$ cat src/rtl/gcdpf_pkg.sv
`timescale 1ns / 1ps

package gcdpf_pkg;

    // Width of the operand and result fields on the ports.
    localparam int unsigned FIELD_W = 32;

    typedef enum logic [2:0] {
        ST_OK         = 3'd0,
        ST_BOTH_LOW   = 3'd1,
        ST_FIRST_LOW  = 3'd2,
        ST_SECOND_LOW = 3'd3,
        ST_COPRIME    = 3'd4
    } t_status;

    typedef enum logic [1:0] {
        S_IDLE,
        S_CALC,
        S_FINISH
    } t_state;

    typedef struct packed {
        logic [FIELD_W-1:0] first_value;
        logic [FIELD_W-1:0] second_value;
    } t_in_word;

    typedef struct packed {
        logic [FIELD_W-1:0] divisor;
        t_status            status;
    } t_out_word;

    // Controller to datapath.
    typedef struct packed {
        logic load;
        logic step;
        logic store;
    } t_cmd;

    // Datapath to controller.
    typedef struct packed {
        logic done;
        logic slot_free;
    } t_sts;

endpackage

$ cat src/rtl/gcd_by_prime_factors.sv
`timescale 1ns / 1ps
// Each word is loaded, then reduced one binary-reduction step per cycle until the operands meet
//   or a low operand was flagged, then finished once the output register can take the result.
// Only one word is in flight: a new word is taken only after the previous one is finished.
// The next word is taken while the previous result still sits in the output register.
// Reset (synchronous, active low) returns the controller to idle and empties the output register.

module gcd_by_prime_factors #(
    parameter int unsigned WIDTH = 32
) (
    input  logic                 i_clk,
    input  logic                 i_rst_n,
    input  logic                 i_in_valid,
    output logic                 o_in_ready,
    input  gcdpf_pkg::t_in_word  i_in_data,
    output logic                 o_out_valid,
    input  logic                 i_out_ready,
    output gcdpf_pkg::t_out_word o_out_data
);

    // Working width: operand bits above WIDTH are ignored, and the port fields
    // cap the width at their own size.
    localparam int unsigned DW = (WIDTH < gcdpf_pkg::FIELD_W) ? WIDTH : gcdpf_pkg::FIELD_W;

    gcdpf_pkg::t_cmd cmd;
    gcdpf_pkg::t_sts sts;

    // Controller: idle -> calc (reduce until operands match or a low operand
    // was flagged) -> finish (hold until the output register can take the word).
    gcdpf_ctrl u_ctrl (
        .i_clk      (i_clk),
        .i_rst_n    (i_rst_n),
        .i_in_valid (i_in_valid),
        .o_in_ready (o_in_ready),
        .i_sts      (sts),
        .o_cmd      (cmd)
    );

    // Datapath: operand registers, count of shared factors of two, the
    // subtract-and-shift unit and the output register.
    gcdpf_dpath #(
        .DW (DW)
    ) u_dpath (
        .i_clk       (i_clk),
        .i_rst_n     (i_rst_n),
        .i_in_data   (i_in_data),
        .i_cmd       (cmd),
        .o_sts       (sts),
        .o_out_valid (o_out_valid),
        .i_out_ready (i_out_ready),
        .o_out_data  (o_out_data)
    );

endmodule

$ cat src/rtl/gcdpf_ctrl.sv
`timescale 1ns / 1ps

module gcdpf_ctrl (
    input  logic              i_clk,
    input  logic              i_rst_n,
    input  logic              i_in_valid,
    output logic              o_in_ready,
    input  gcdpf_pkg::t_sts   i_sts,
    output gcdpf_pkg::t_cmd   o_cmd
);

    gcdpf_pkg::t_state r_state;
    gcdpf_pkg::t_state n_state;

    always_ff @(posedge i_clk) begin
        if (!i_rst_n) begin
            r_state <= gcdpf_pkg::S_IDLE;
        end else begin
            r_state <= n_state;
        end
    end

    always_comb begin
        n_state = r_state;
        case (r_state)
            gcdpf_pkg::S_IDLE: begin
                if (i_in_valid) begin
                    n_state = gcdpf_pkg::S_CALC;
                end
            end
            gcdpf_pkg::S_CALC: begin
                if (i_sts.done) begin
                    n_state = gcdpf_pkg::S_FINISH;
                end
            end
            gcdpf_pkg::S_FINISH: begin
                if (i_sts.slot_free) begin
                    n_state = gcdpf_pkg::S_IDLE;
                end
            end
            default: begin
                n_state = gcdpf_pkg::S_IDLE;
            end
        endcase
    end

    always_comb begin
        o_in_ready  = 1'b0;
        o_cmd       = '0;
        case (r_state)
            gcdpf_pkg::S_IDLE: begin
                o_in_ready = 1'b1;
                o_cmd.load = i_in_valid;
            end
            gcdpf_pkg::S_CALC: begin
                o_cmd.step = !i_sts.done;
            end
            gcdpf_pkg::S_FINISH: begin
                o_cmd.store = i_sts.slot_free;
            end
            default: begin
                o_in_ready = 1'b0;
            end
        endcase
    end

endmodule

$ cat src/rtl/gcdpf_dpath.sv
`timescale 1ns / 1ps

module gcdpf_dpath #(
    parameter int unsigned DW = 32
) (
    input  logic                 i_clk,
    input  logic                 i_rst_n,
    input  gcdpf_pkg::t_in_word  i_in_data,
    input  gcdpf_pkg::t_cmd      i_cmd,
    output gcdpf_pkg::t_sts      o_sts,
    output logic                 o_out_valid,
    input  logic                 i_out_ready,
    output gcdpf_pkg::t_out_word o_out_data
);

    localparam int unsigned KW = $clog2(DW);

    logic [DW-1:0]        r_a;
    logic [DW-1:0]        r_b;
    logic [KW-1:0]        r_k;
    gcdpf_pkg::t_status   r_stat;
    logic                 r_out_valid;
    gcdpf_pkg::t_out_word r_out_data;

    logic [DW-1:0]        n_a;
    logic [DW-1:0]        n_b;
    logic [KW-1:0]        n_k;
    gcdpf_pkg::t_status   n_stat;

    logic [DW-1:0]        in_a;
    logic [DW-1:0]        in_b;
    logic                 a_low;
    logic                 b_low;
    logic [DW-1:0]        gcd_val;
    gcdpf_pkg::t_out_word fin_word;

    // Drop operand bits above the working width.
    assign in_a  = in_a_sel(i_in_data.first_value);
    assign in_b  = in_a_sel(i_in_data.second_value);
    assign a_low = (in_a[DW-1:1] == '0);
    assign b_low = (in_b[DW-1:1] == '0);

    function automatic logic [DW-1:0] in_a_sel(input logic [gcdpf_pkg::FIELD_W-1:0] v);
        logic [DW+gcdpf_pkg::FIELD_W-1:0] wide;
        wide     = (DW + gcdpf_pkg::FIELD_W)'(v);
        in_a_sel = wide[DW-1:0];
    endfunction

    // Load and screen the operands, then binary reduction: one shift or one subtract-and-shift per cycle.
    always_comb begin
        n_a    = r_a;
        n_b    = r_b;
        n_k    = r_k;
        n_stat = r_stat;
        if (i_cmd.load) begin
            n_a = in_a;
            n_b = in_b;
            n_k = '0;
            if (a_low && b_low) begin
                n_stat = gcdpf_pkg::ST_BOTH_LOW;
            end else if (a_low) begin
                n_stat = gcdpf_pkg::ST_FIRST_LOW;
            end else if (b_low) begin
                n_stat = gcdpf_pkg::ST_SECOND_LOW;
            end else begin
                n_stat = gcdpf_pkg::ST_OK;
            end
        end else if (i_cmd.step) begin
            if (!r_a[0] && !r_b[0]) begin
                n_a = r_a >> 1;
                n_b = r_b >> 1;
                n_k = r_k + KW'(1);
            end else if (!r_a[0]) begin
                n_a = r_a >> 1;
            end else if (!r_b[0]) begin
                n_b = r_b >> 1;
            end else if (r_a > r_b) begin
                n_a = (r_a - r_b) >> 1;
            end else begin
                n_b = (r_b - r_a) >> 1;
            end
        end
    end

    always_ff @(posedge i_clk) begin
        r_a    <= n_a;
        r_b    <= n_b;
        r_k    <= n_k;
        r_stat <= n_stat;
    end

    // Restore the shared factors of two and classify.
    assign gcd_val = r_a << r_k;

    always_comb begin
        fin_word = '0;
        if (r_stat != gcdpf_pkg::ST_OK) begin
            fin_word.status = r_stat;
        end else if (gcd_val == DW'(1)) begin
            fin_word.status = gcdpf_pkg::ST_COPRIME;
        end else begin
            fin_word.status  = gcdpf_pkg::ST_OK;
            fin_word.divisor = gcdpf_pkg::FIELD_W'(gcd_val);
        end
    end

    always_ff @(posedge i_clk) begin
        if (!i_rst_n) begin
            r_out_valid <= 1'b0;
        end else if (i_cmd.store) begin
            r_out_valid <= 1'b1;
        end else if (i_out_ready) begin
            r_out_valid <= 1'b0;
        end
    end

    always_ff @(posedge i_clk) begin
        if (i_cmd.store) begin
            r_out_data <= fin_word;
        end
    end

    assign o_sts.done      = (r_stat != gcdpf_pkg::ST_OK) || (r_a == r_b);
    assign o_sts.slot_free = !r_out_valid || i_out_ready;
    assign o_out_valid     = r_out_valid;
    assign o_out_data      = r_out_data;

    a_step_nonzero: assert property (@(posedge i_clk) disable iff (!i_rst_n)
        i_cmd.step |-> (r_stat == gcdpf_pkg::ST_OK) && (r_a != '0) && (r_b != '0))
        else $error("reduction step on a zero operand");

    a_store_free: assert property (@(posedge i_clk) disable iff (!i_rst_n)
        i_cmd.store |-> (!r_out_valid || i_out_ready))
        else $error("result stored over an unread word");

    a_zero_unless_ok: assert property (@(posedge i_clk) disable iff (!i_rst_n)
        (r_out_valid && (r_out_data.status != gcdpf_pkg::ST_OK))
            |-> (r_out_data.divisor == '0))
        else $error("nonzero divisor with a fault status");

    a_ok_above_one: assert property (@(posedge i_clk) disable iff (!i_rst_n)
        (r_out_valid && (r_out_data.status == gcdpf_pkg::ST_OK))
            |-> (r_out_data.divisor > gcdpf_pkg::FIELD_W'(1)))
        else $error("ok status with divisor below two");

endmodule

$ cat config.mk
export PLATFORM = sky130hd
export DESIGN_NAME = gcd_by_prime_factors
export DESIGN_NICKNAME = d
export VERILOG_FILES = /design/src/rtl/gcdpf_pkg.sv /design/src/rtl/gcd_by_prime_factors.sv /design/src/rtl/gcdpf_ctrl.sv /design/src/rtl/gcdpf_dpath.sv
export SDC_FILE = /design/constraint.sdc
export NUM_CORES = 1
export LEC_CHECK = 0
export BUFFER_PORTS_ARGS = -buffer_cell sky130_fd_sc_hd__buf_2
export CAP_MARGIN = 20
export CORE_ASPECT_RATIO = 1.1
export CORE_MARGIN = 2
export CORE_UTILIZATION = 45
export DETAILED_ROUTE_END_ITERATION = 12
export PLACE_DENSITY_LB_ADDON = 0.25
export SKIP_LAST_GASP = 1
export SYNTH_ARGS = -nofsm -noshare
export SYNTH_HDL_FRONTEND = slang
export SYNTH_SLANG_ARGS = --single-unit
$ cat constraint.sdc
create_clock -name i_clk -period 4.9 [get_ports i_clk]
set_input_delay 1.225 -clock i_clk [delete_from_list [all_inputs] [get_ports i_clk]]
set_output_delay 1.225 -clock i_clk [all_outputs]
set_load 0.02 [all_outputs]
==> results.txt <==
IO buf count -> 104
CTS tree -> built
Die Y -> 166 um
filler instances -> 2287
IO Pins -> 105
die extent in x -> 152 um
Final nets -> 1392
Placer Congestion -> 0.934
worst skew pair latency -> 370 ps
Register Area -> 3200 um2
Post-Route WL -> 33.3 mm
endpoints failing setup -> 0
postcts setup bufs -> 0
Core Box Area -> 23600 um2
Critical Path RT -> 5110 ps
combinational power share -> 54.3%
CTS buffer count -> 9
Max Cap Viol -> 0
Max Freq -> 254 MHz
post-synthesis mux area share -> 13.4%
switching power of the nets -> 2.09 mW
WS Path Type -> reg -> reg
Clock power frac -> 16.3%
main combinational cell family by area after synthesis -> compound AO/OA/AOI/OAI gates
Synth Area per Inst -> 8.91 um2
dpl hpwl -> 26.1 mm
Core Util, Final -> 49.7%
CTS Buffer Depth -> 2
largest net degree at the start of global routing -> 65
Multi-input gate area -> 6880 um2
status -> finished, final reports clean
vias per cell -> 6.16
syn_nets -> 1346
GRT overflow -> 0
Crit path buffers/inverters -> 1
Worst-Margin Slew -> 1020 ps
die area -> 25200 um2
PostCTS Resize Cnt -> 0
Synth Area in XOR/XNOR -> 5.03%
Crit path largest cell delay -> 580 ps
setup ws final -> 959 ps
Post-synth EDFFs -> 101
CP Data Arrival Time -> 4150 ps
most frequent cells in the layout -> nor2_1, a21oi_1, buf_2, edfxtp_1, nand2_1
post-synth cell types -> 77
Slew headroom -> 31.8%
hold slack -> 472 ps
Clock Sinks -> 109
worst hold path type -> reg -> reg
Synth Area in Adders -> 7.91%
Starting Density -> 45.7%
Synth Area in Simple Gates -> 17.1%
initial drt markers -> 857
area of the mapped netlist -> 10800 um2
clk slew on worst S/H paths -> 80 ps
Clock Tree Root -> clkbuf_16
Seq/Total Area, Yosys -> 29.6%
crit-path max FO -> 10
Tcrit/Tclk final -> 80.4%
total global-route track usage -> 26.8%
first-pass GRT wire length -> 52.3 mm
CP Capture Type -> register
fin. max-slew vios -> 0
setup_tns -> 0 ps
Cell Pwr Density -> 395 nW/um2
Clock Skew -> 9.13 ps
final worst path period need -> 3940 ps
Synth Warn # -> 0
Compound-Gate Fraction of Synth Area -> 20.3%
kind of cell adding the most delay to the critical path -> simple AND/OR/NAND/NOR gates
Yosys reg bits -> 109
diode count -> 0
first drt pass iteration count -> 6
nature of the critical path startpoint -> register
H-Tree Depth -> 3
# rows -> 59
initial antenna violation count -> 0
unrepaired setup endpoints after global routing -> false
cell count after placement -> 1551
WL per Instance -> 21.3 um
crit-path cells -> inv_1, ha_1, fa_1, nand2b_1, a211oi_1, o311ai_1, nand3_1, a211oi_2, nor4_4, nand2_1, a211o_1, o22ai_1
# DRC -> 0
Syn-to-layout area delta -> 8.81%
cts hold-fix bufs -> 0
synthesized instance count -> 1211
Setup Slack @ Placement -> 1050 ps
P_int -> 2.55 mW
Finished Layout Cells -> 1567
critical path's slowest cell -> nor4_4
predominant post-synthesis flop cell -> edfxtp_1
Post-DRT Antenna Nets -> 0
maximum VDD drop -> 174 uV
vias in the first global route -> 9314
Sw Ratio -> 45.0%
Pleak -> 4.72 nW
commonest non-fill, non-tap cell in the layout -> nor2_1
Sequential Power Share -> 29.4%
asr flop ratio synth -> 0%
vias -> 9658
Hold Vio Cnt, Final -> 0
layout cells sized above 1 -> 17.7%
per-stage QoR:
stage | instance area (um2) | power [mW]
2_1_floorplan | 10800 | 3.20
3_3_place_gp | 11400 | 3.85
3_5_place_dp | 11400 | 3.84
4_1_cts | 11700 | 4.61
5_1_grt | 11700 | 4.94
6_report | 11700 | 4.64
cells in the mapped netlist, drive strengths merged, types with 42 or more instances:
| cell | n | area [um2] |
|---|---|---|
| ha | 65 | 813 |
| inv | 75 | 282 |
| xnor2 | 42 | 368 |
| a221oi | 44 | 398 |
| a21oi | 107 | 539 |
| o21ai | 64 | 320 |
| nand2 | 77 | 289 |
| mux4 | 44 | 991 |
| edfxtp | 101 | 3030 |
| nor2 | 163 | 612 |
| buf | 43 | 272 |
| clkbuf | 46 | 173 |
cell type report:
cell class	instances	share of cell area, %
Clock inverter	7	0.608
Inverter	75	2.40
Sequential cell	109	27.2
Multi-Input combinational cell	938	58.7
Clock buffer	9	1.92
Timing Repair Buffer	124	5.93
Tap cell	305	3.25
final timing paths:
path | from | endpoint | slack [ps] | cells after the start
worst min-delay path | u_dpath.r_stat[1]$_SDFFCE_PP0P_ | u_dpath.o_out_data[1]$_SDFFCE_PN0P_ | 470 | 0
worst min register to register | u_dpath.r_stat[1]$_SDFFCE_PP0P_ | u_dpath.o_out_data[1]$_SDFFCE_PN0P_ | 470 | 0
worst max-delay path | u_dpath.r_a[0]$_DFFE_PP_ | u_dpath.r_a[30]$_DFFE_PP_ | 960 | 12
worst max register to register | u_dpath.r_a[0]$_DFFE_PP_ | u_dpath.r_a[30]$_DFFE_PP_ | 960 | 12
routing by layer:
metal / vias up / global-route usage (%) / wire length (um)
met5: - / 0 / 0
met4: 0 / 9.46 / 1050
met3: 60 / 2.28 / 2030
met2: 433 / 42.5 / 15600
met1: 4569 / 38.2 / 14600
li1: 4596 / - / -
sequential cells by signal, indices dropped and copies added (netlist names):
name                 count
u_dpath.r_b             32
u_dpath.o_out_data      35
u_dpath.r_k              5
u_ctrl.r_state           2
u_dpath.r_stat           2
u_dpath.o_out_valid      1
u_dpath.r_a             32
power by group through the flow:
stage               sequential, mW  clock [mW]  combinational [mW]
global route                  1.38       0.806                2.76
detailed placement            1.38           0                2.46
global placement              1.37           0                2.48
finish                        1.36       0.754                2.52
floorplan                     1.32           0                1.88
CTS                           1.36       0.768                2.48
kinds of logic (layout without fill, tap and decap cells):
group | after synthesis | after routing
multiplexers | 87 | 87
adder cells (fa/ha/maj) | 67 | 67
XOR/XNOR | 62 | 62
buffers and inverters | 164 | 215
flip-flops | 109 | 109
AND/OR/NAND/NOR | 392 | 392
AO/OA/AOI/OAI | 330 | 330
(Power assumes the default switching activity.)
